## src/sv/smwp_pkg.sv

```systemverilog
// smwp_pkg: shared constants, types and register codes for the
// minimal-waste partition block; no dependencies
package smwp_pkg;

  localparam int MAX_LEN     = 256;
  localparam int MAX_SPLITS  = 16;
  localparam int VALUE_BITS  = 20;
  localparam int WASTE_BITS  = 28;
  localparam int SUM_BITS    = 28;
  localparam int K_BITS      = 5;
  localparam int ROW         = MAX_SPLITS + 1;
  localparam int ADDR_BITS   = $clog2(MAX_LEN);
  localparam int CNT_BITS    = $clog2(MAX_LEN + 1);
  localparam int DP_DEPTH    = MAX_LEN * ROW;
  localparam int DP_AW       = $clog2(DP_DEPTH);
  localparam int PROD_BITS   = CNT_BITS + VALUE_BITS;
  localparam int BASE_BITS   = SUM_BITS + 2;
  localparam int CAND_BITS   = BASE_BITS + 1;

  // configuration register index decoded from paddr[2]
  localparam logic REG_MAX_CHANGES = 1'b0;

  // one stored element with its running prefix data
  typedef struct packed {
    logic [VALUE_BITS-1:0] value;
    logic [SUM_BITS-1:0]   incl;   // sum of elements up to and including this one
    logic [VALUE_BITS-1:0] pmax;   // max of elements up to and including this one
  } elem_word_t;

  // request to the shared multiply-add unit: base + len * peak
  typedef struct packed {
    logic [CNT_BITS-1:0]         len;
    logic [VALUE_BITS-1:0]       peak;
    logic signed [BASE_BITS-1:0] base;
  } mac_req_t;

endpackage

```

## src/sv/smwp_mac.sv

```systemverilog
// smwp_mac: shared multiply-add unit, three register stages
// computes base + len * peak; depends on smwp_pkg
module smwp_mac
  import smwp_pkg::*;
(
  input  logic                        clk,
  input  mac_req_t                    req,
  output logic signed [CAND_BITS-1:0] sum
);

  mac_req_t                    req_r;
  logic [PROD_BITS-1:0]        prod_r;
  logic signed [BASE_BITS-1:0] base_r;
  logic signed [CAND_BITS-1:0] sum_r;

  assign sum = sum_r;

  // operand, product and sum stages
  always_ff @(posedge clk) begin
    req_r  <= req;
    prod_r <= req_r.len * req_r.peak;
    base_r <= req_r.base;
    sum_r  <= CAND_BITS'(base_r) + $signed({{(CAND_BITS-PROD_BITS){1'b0}}, prod_r});
  end

endmodule

```

## config.mk

```make
export PLATFORM = sky130hd
export DESIGN_NAME = smwp_mac
export DESIGN_NICKNAME = d
export VERILOG_FILES = /design/src/sv/smwp_pkg.sv /design/src/sv/smwp_mac.sv
export SDC_FILE = /design/constraint.sdc
export NUM_CORES = 1
export LEC_CHECK = 0
export BUFFER_PORTS_ARGS = -buffer_cell sky130_fd_sc_hd__buf_4
export CORE_MARGIN = 4
export CORE_UTILIZATION = 37
export CTS_BUF_LIST = sky130_fd_sc_hd__clkbuf_4
export DETAILED_ROUTE_END_ITERATION = 7
export PLACE_DENSITY = 0.62
export SLEW_MARGIN = 20
export SYNTH_ARGS = -nofsm -noshare
export SYNTH_HDL_FRONTEND = slang
export SYNTH_SLANG_ARGS = --single-unit
```

## constraint.sdc

```tcl
create_clock -name clk -period 5.2 [get_ports clk]
set_input_delay 1.04 -clock clk [delete_from_list [all_inputs] [get_ports clk]]
set_output_delay 1.04 -clock clk [all_outputs]
set_load 0.005 [all_outputs]
```

==> impl_results.md <==
* Largest net degree at the start of global routing at 21
* Switch share at 43.2%
* Syn avg cell area at 9.86 µm²
* Smallest hold slack at 0.327 ns
* CTS H-tree lvls at 4
* Sequential area share after synthesis at 29.8%
* Ranking of synthesized cells by area: dfxtp_1 30%, fa_1 26%, ha_1 9.7%
* Hold Path Stages at 0
* Layout Skew at 0.0188 ns
* Placed cell count at 1437
* DR pass1 iterations at 4
* CTS buffer count at 17
* Int Pwr at 3.43 mW
* Finished Layout Cells at 1471
* Clock Path Buffers at 2
* CTS tree: built
* Post-synth top cells: 162 x inv_1, 149 x dfxtp_1, 128 x fa_1
* Vias in the first global route at 7518
* Final WS setup at 0.212 ns
* RSZ-0062 raised after global routing: no
* Layout Nets at 1387
* Outcome: finished, final reports clean
* Final min period at 4.99 ns
* Met3 wire len at 737 µm
* Syn nets at 1282
* Clock sinks at 149
* CTS root buf: clkbuf_4
* Clock group share of total power at 11.7%
* Area Growth Syn to Fin at 14.6%
* Initial DRC Count at 369
* Synth cell types at 56
* Hold buffers post-CTS at 0
* Ys flop type: dfxtp_1
* Fmax achieved at 200 MHz
* ANT nets after route at 0
* Crit path from: req_r[42]
* Worst Setup Start Kind: flop
* Fillers at 2563
* CP endpoint kind: flop
* Remaining global-route overflow at 0
* Total power at 6.03 mW
* Die Width at 173 µm
* CTS clk-pin slew, worst paths at 0.14 ns
* Antenna violations before repair at 2
* Pwr/cell area at 526 mW/mm²
* CP required at 5.64 ns
* Initial core utilization at 38.0%
* Io pins at 91
* # DRC at 0
* Max Cap Violations at 0
* Flop2flop setup slack at 0.21 ns
* Via Count at 6976
* Worst EP arrival at 5.43 ns
* Mean number of vias per cell at 4.74
* Share of cells above drive strength 1 at 14.6%
* Worst R2R End: prod_r[25]
* Top-count cell post-synth: inv_1
* Num rows at 59
* Critical Path Sink: prod_r[25]
* Final Core Density at 43.5%
* Area share of the largest cell type after synthesis at 29.8%
* Post-DR wirelength/cell at 14.2 µm
* Register area at 0.00300 mm²
* Die ar. at 0.0298 mm²
* Async SR Flop Fraction at 0%
* Uppermost layer routed: met4
* Crit Path Max Fanout at 6
* Crit Path Class: reg -> reg
* Port Buffer Count at 90
* Synth Instances at 1016
* Sequential Power Share at 26.0%
* Area of the multi-input gates at 0.00635 mm²
* Combinational fraction of design power at 62.3%
* #FFs+latches synth at 149
* Post-synth EDFFs at 0
* Final Setup Violations at 0
* LEAKAGE at 5.70 nW
* Total track usage at 14.8%
* HP Class: reg -> reg
* Max_slew headroom at 69.3%
* Clock Latency Late Sink at 0.55 ns
* Worst-Margin Slew at 0.456 ns
* Final Hold Fails at 0
* Met2 WL at 10.6 mm
* Post-CTS Setup Bufs at 0
* Leading area contributor after synthesis: dfxtp_1
* Net switching power at 2.60 mW
* Worst vdd ir at 0.325 mV
* Final Max Slew Viols at 0
* First-pass GRT wire length at 36.2 mm
* Pre-CTS setup slack at -0.00339 ns
* WL final at 20.9 mm
* Met1 wire length at 9.17 mm
* Die Y at 173 µm
* Gpl congestion at 0.870
* DP HPWL at 17.0 mm
* Worst reg2reg path startpoint: req_r[42]
* Core Area at 0.0264 mm²
* Cell area after synthesis at 0.0100 mm²
* Fin crit share at 95.9%
* R2R depth at 16
* Warnings, synthesis at 0
## timing repair
action / in CTS / in global routing
gates cloned: 0 / 0
gates resized for setup: 4 / 12
pin swaps: 0 / 0
setup endpoints to repair: 1 / 10
## cell type report
class                           count  area share, %
Multi-Input combinational cell    682           55.4
Sequential cell                   149           26.1
Timing Repair Buffer              109           7.13
Inverter                          162           5.30
Tap cell                          335           3.65
Clock inverter                     15           1.25
Clock buffer                       17           1.11
Antenna cell                        2         0.0436
## through the flow
step                      instance area, µm²  setup TNS, ns
after floorplan                        10000              0
after global placement                 11200              0
after detailed placement               11200       -0.00339
after CTS                              11400              0
after global routing                   11500              0
final                                  11500              0
## sequential cells by signal, summed over array words and instances, names as in the netlist
signal	cells
req_r	59
sum	31
prod_r	29
base_r	30
## critical path, stage by stage, from the launching register on
cell,delay [ns]
dfxtp_1,0.51
nand2_1,0.13
fa_1,0.55
inv_1,0.06
fa_1,0.50
fa_1,0.54
inv_1,0.05
fa_1,0.47
inv_1,0.04
ha_1,0.35
a2111oi_2,0.37
o21ai_1,0.11
a31o_1,0.21
o21ai_1,0.23
a21oi_2,0.12
a41o_1,0.28
a311o_1,0.35
## worst min path at each step
stage | from | end
after global routing | req_r[6] | base_r[6]
after detailed placement | req_r[28] | base_r[28]
after CTS | req_r[4] | base_r[4]
final | req_r[17] | base_r[17]
after global placement | req_r[0] | base_r[0]
after floorplan | req_r[0] | base_r[0]
## layout by cell type, fill, tap and decap left out, drive strengths merged, types with 6 or more instances in the layout
cell type    n
a211oi       6
a21o        27
a21oi       35
a31oi        9
and2       102
and3         7
buf        109
clkbuf      17
dfxtp      149
fa         128
ha          78
inv        168
nand2      109
nand3        6
nor2        30
nor3        12
o21a         7
o21ai       27
xnor2       25
xor2        17
## power by group through the flow
stage,Combinational [mW],Sequential (mW),Clock (mW)
3_3_place_gp,3.74,1.60,0
6_report,3.76,1.57,0.707
4_1_cts,3.80,1.57,0.758
2_1_floorplan,2.79,1.57,0
5_1_grt,4.35,1.60,0.801
3_5_place_dp,3.77,1.60,0
## cells by family after synthesis
family,Yosys count,share of synthesized area [%]
AOI/OAI and AO/OA,140,9.37
xor gates and xnor gates,42,3.67
adders and majority gates,206,35.3
buffers and inverters,185,6.93
DFF,149,29.8
and+or+nand+nor,294,14.9
## per-layer routing
metal | vias up | global-route usage [%]
met4 | 0 | 4.59
met2 | 135 | 26.7
met5 | - | 0
met3 | 28 | 2.71
met1 | 3383 | 18.0
li1 | 3430 | -
Power figures use the tool's default switching activity.
