**src/sv/smwp_pkg.sv**
```systemverilog
// smwp_pkg: shared constants, types and register codes for the
// minimal-waste partition block; no dependencies
package smwp_pkg;

  localparam int MAX_LEN     = 256;
  localparam int MAX_SPLITS  = 16;
  localparam int VALUE_BITS  = 20;
  localparam int WASTE_BITS  = 28;
  localparam int SUM_BITS    = 28;
  localparam int K_BITS      = 5;
  localparam int ROW         = MAX_SPLITS + 1;
  localparam int ADDR_BITS   = $clog2(MAX_LEN);
  localparam int CNT_BITS    = $clog2(MAX_LEN + 1);
  localparam int DP_DEPTH    = MAX_LEN * ROW;
  localparam int DP_AW       = $clog2(DP_DEPTH);
  localparam int PROD_BITS   = CNT_BITS + VALUE_BITS;
  localparam int BASE_BITS   = SUM_BITS + 2;
  localparam int CAND_BITS   = BASE_BITS + 1;

  // configuration register index decoded from paddr[2]
  localparam logic REG_MAX_CHANGES = 1'b0;

  // one stored element with its running prefix data
  typedef struct packed {
    logic [VALUE_BITS-1:0] value;
    logic [SUM_BITS-1:0]   incl;   // sum of elements up to and including this one
    logic [VALUE_BITS-1:0] pmax;   // max of elements up to and including this one
  } elem_word_t;

  // request to the shared multiply-add unit: base + len * peak
  typedef struct packed {
    logic [CNT_BITS-1:0]         len;
    logic [VALUE_BITS-1:0]       peak;
    logic signed [BASE_BITS-1:0] base;
  } mac_req_t;

endpackage

```
**src/sv/smwp_cfg.sv**
```systemverilog
// smwp_cfg: APB-style register file holding max_changes
// depends on smwp_pkg
module smwp_cfg
  import smwp_pkg::*;
(
  input  logic              clk,
  input  logic              rst_n,
  input  logic              psel,
  input  logic              penable,
  input  logic              pwrite,
  input  logic [2:0]        paddr,
  input  logic [31:0]       pwdata,
  output logic [31:0]       prdata,
  output logic              pready,
  output logic [K_BITS-1:0] max_changes
);

  logic [K_BITS-1:0] max_changes_r;
  logic              wr_en;

  assign pready      = 1'b1;
  assign wr_en       = psel && penable && pwrite && (paddr[2] == REG_MAX_CHANGES);
  assign max_changes = max_changes_r;

  // register write
  always_ff @(posedge clk) begin
    if (!rst_n) begin
      max_changes_r <= '0;
    end else if (wr_en) begin
      max_changes_r <= pwdata[K_BITS-1:0];
    end
  end

  // read back
  always_comb begin
    prdata = '0;
    if (paddr[2] == REG_MAX_CHANGES) begin
      prdata = {{(32-K_BITS){1'b0}}, max_changes_r};
    end
  end

endmodule

```
**config.mk**
```make
export PLATFORM = sky130hd
export DESIGN_NAME = smwp_cfg
export DESIGN_NICKNAME = d
export VERILOG_FILES = /design/src/sv/smwp_pkg.sv /design/src/sv/smwp_cfg.sv
export SDC_FILE = /design/constraint.sdc
export NUM_CORES = 1
export LEC_CHECK = 0
export BUFFER_PORTS_ARGS = -buffer_cell sky130_fd_sc_hd__clkbuf_2
export CAP_MARGIN = 20
export CORE_AREA = 2 2 43 45
export CTS_BUF_LIST = sky130_fd_sc_hd__clkbuf_4 sky130_fd_sc_hd__clkbuf_8
export CTS_CLUSTER_DIAMETER = 80
export CTS_CLUSTER_SIZE = 12
export DETAILED_ROUTE_END_ITERATION = 12
export DIE_AREA = 0 0 45 47
export PLACE_DENSITY = 0.89
export SLEW_MARGIN = 20
export SYNTH_ARGS = -nofsm -noshare
export SYNTH_HDL_FRONTEND = slang
export SYNTH_SLANG_ARGS = --single-unit
```
**constraint.sdc**
```tcl
create_clock -name clk -period 1.1 [get_ports clk]
set_input_delay 0.11 -clock clk [delete_from_list [all_inputs] [get_ports clk]]
set_output_delay 0.11 -clock clk [all_outputs]
set_load 0.01 [all_outputs]
```
==> impl_metrics.json <==
{
  "fin_crit_ps": 978,
  "worstSetupPathType": "register to output port",
  "grt_max_degree": 11,
  "postPlaceCellArea_um2": 468,
  "wl_um": 768,
  "setup_viol": 0,
  "r2r_slack_ps": 470,
  "whs_ps": 102,
  "power_frac_clock": 0.458,
  "cts_max_path_buffers": 2,
  "yosysSeqAreaShare": 0.211,
  "crit_path_max_incr_delay_ps": 320,
  "synth_most_common_cell": "buf_4",
  "use_met2": 0.151,
  "cts_resized": 0,
  "clk_pin_slew_ps": 40,
  "synth_commonest_cells": "buf_4, nand2_1, and2b_2, dfxtp_1, mux2i_1",
  "r2r_end": "max_changes[2]$_SDFFE_PN0P_",
  "async_reset_ff_frac": 0,
  "clock-sinks": 5,
  "crit_path_end_kind": "output port",
  "fmax_mhz": 1020,
  "core_area_um2": 1650,
  "slew_violations": 0,
  "cap_violations": 0,
  "synth.avg_cell_area_um2": 8.18,
  "vias_per_cell": 3.46,
  "p_seq_frac": 0.365,
  "irDropWorstVdd_uv": 340,
  "port_buffers": 20,
  "vias": 329,
  "setup_tns_ps": 0,
  "postRouteAntennaNets": 0,
  "clock_skew_ps": 0,
  "htreeDepth": 1,
  "grt_pass1_vias": 292,
  "area_delta_synth_final_pct": 5.01,
  "top_usage_layer": "met2",
  "drt_iter0_drc": 8,
  "drc": 0,
  "synth_top_area_frac": 0.443,
  "cp.required_ps": 990,
  "min-delay-start": "pwdata[0]",
  "cp_cell_sequence": "and2b_2 > clkbuf_2",
  "dp_hpwl_um": 696,
  "cts_hold_buf": 0,
  "num_antenna_cells": 0,
  "ys_ff_latch": 5,
  "fin_crit_sh": 0.889,
  "yosys-top-cells-area": "buf_4, dfxtp_1, mux2i_1, and2b_2, nand2_1",
  "ios": 78,
  "gr-usage-met3": 0.0269,
  "crit_slowest_cell": "dfxtp_1",
  "synth_edf_count": 0,
  "grt_pass1_wl_mm": 1.18,
  "final_cells": 95,
  "insertion_delay_ps": 240,
  "ys.warnings.count": 0,
  "hold_class": "input port to register",
  "synthCells": 58,
  "grt_overflow": 0,
  "endpoint": "prdata[2]",
  "dr.pass1.iters": 3,
  "p_int_w": 0.000374,
  "syn-cell-area_um2": 474,
  "cts_tree": "yes",
  "pre_cts_slack_ps": 52.5,
  "largest_reg_flops": 5,
  "pwr-share-comb": 0.178,
  "rows": 15,
  "antenna_found_initial": 0,
  "crit_arrival_ps": 870,
  "outcome": "complete, no violations",
  "synth_cell_types": 9,
  "track_usage": 0.0845,
  "post-cts-setup-buffers": 0,
  "hold_viol_final": 0,
  "switchingPower_w": 0.000144,
  "cp-start-kind": "register",
  "switching_share": 0.278,
  "yosysTopAreaCell": "buf_4",
  "final_nets": 119,
  "dp.cells": 91,
  "met1_usage": 0.0782,
  "leakagePower_nw": 0.300,
  "r2r_cells": 2,
  "routedWlPerCell_um": 8.08,
  "grt_setup_unrepaired": "no",
  "clockRootBuffer": "clkbuf_4",
  "critPathLaunch": "max_changes[2]$_SDFFE_PN0P_",
  "cts_made_buffers": 3,
  "final_area_um2": 498,
  "synth_flop_cell": "dfxtp_1",
  "drive_gt1_frac": 0.372,
  "setup_ws_ps": 122,
  "gp_congestion": 0.572,
  "die_h_um": 47,
  "initial_utilization": 0.287,
  "die_x_um": 45,
  "die-area_um2": 2120,
  "powerDensity_nw_per_um2": 1040,
  "rr_startpoint": "max_changes[2]$_SDFFE_PN0P_",
  "crit_fanout": 3
}
-- worst min path at each step --
stage,depth (start not counted),slack (ps),end
finish,3,100,max_changes[0]$_SDFFE_PN0P_
global route,3,120,max_changes[1]$_SDFFE_PN0P_
CTS,3,100,max_changes[0]$_SDFFE_PN0P_
detailed placement,3,350,max_changes[0]$_SDFFE_PN0P_
global placement,3,340,max_changes[4]$_SDFFE_PN0P_
floorplan,2,250,max_changes[0]$_SDFFE_PN0P_
-- layout make-up --
| cell class | count | area [µm²] |
|---|---|---|
| repair buffers | 20 | 100 |
| flip-flops and latches | 5 | 100 |
| multi-input cells | 49 | 246 |
| clock buffers | 4 | 30.0 |
| well taps | 17 | 21.3 |
| fillers | 179 | 1150 |
-- cells in the final DEF, fill, tap and decap left out --
master / instances
conb_1: 28
clkbuf_4: 4
and2b_2: 5
mux2i_1: 5
clkbuf_2: 20
dfxtp_1: 5
and4b_1: 1
nand2_1: 10
-- metal layers --
layer | share of wire | up-vias
met5 | 0 | -
met4 | 0.016 | 0
met3 | 0.12 | 2
met2 | 0.54 | 24
met1 | 0.33 | 142
li1 | - | 161
-- worst max-delay path, delay by kind of cell, from the launching register on --
family,cells,cell delay [ps]
buffers and inverters,1,120
flip-flops,1,320
AND/OR/NAND/NOR,1,190
-- through the flow --
step / utilization / power [W]
floorplan: - / 0.000331
global placement: 0.283 / 0.000281
detailed placement: 0.283 / 0.000283
CTS: 0.302 / 0.000527
global route: 0.302 / 0.000558
finish: 0.302 / 0.000518
-- power by group through the flow --
stage	Combinational [W]	Sequential, W	Clock, W
CTS	0.0000912	0.000189	0.000247
detailed placement	0.0000911	0.000192	0
global route	0.000106	0.000189	0.000262
floorplan	0.000138	0.000193	0
finish	0.0000919	0.000189	0.000237
global placement	0.0000888	0.000192	0
-- cells by family after synthesis --
| logic type | count (synthesis) | synth area share |
|---|---|---|
| flops | 5 | 0.211 |
| buf+inv | 30 | 0.475 |
| simple gates | 16 | 0.193 |
| other cells | 2 | 0.0158 |
| mux | 5 | 0.106 |
(Power assumes the default switching activity.)
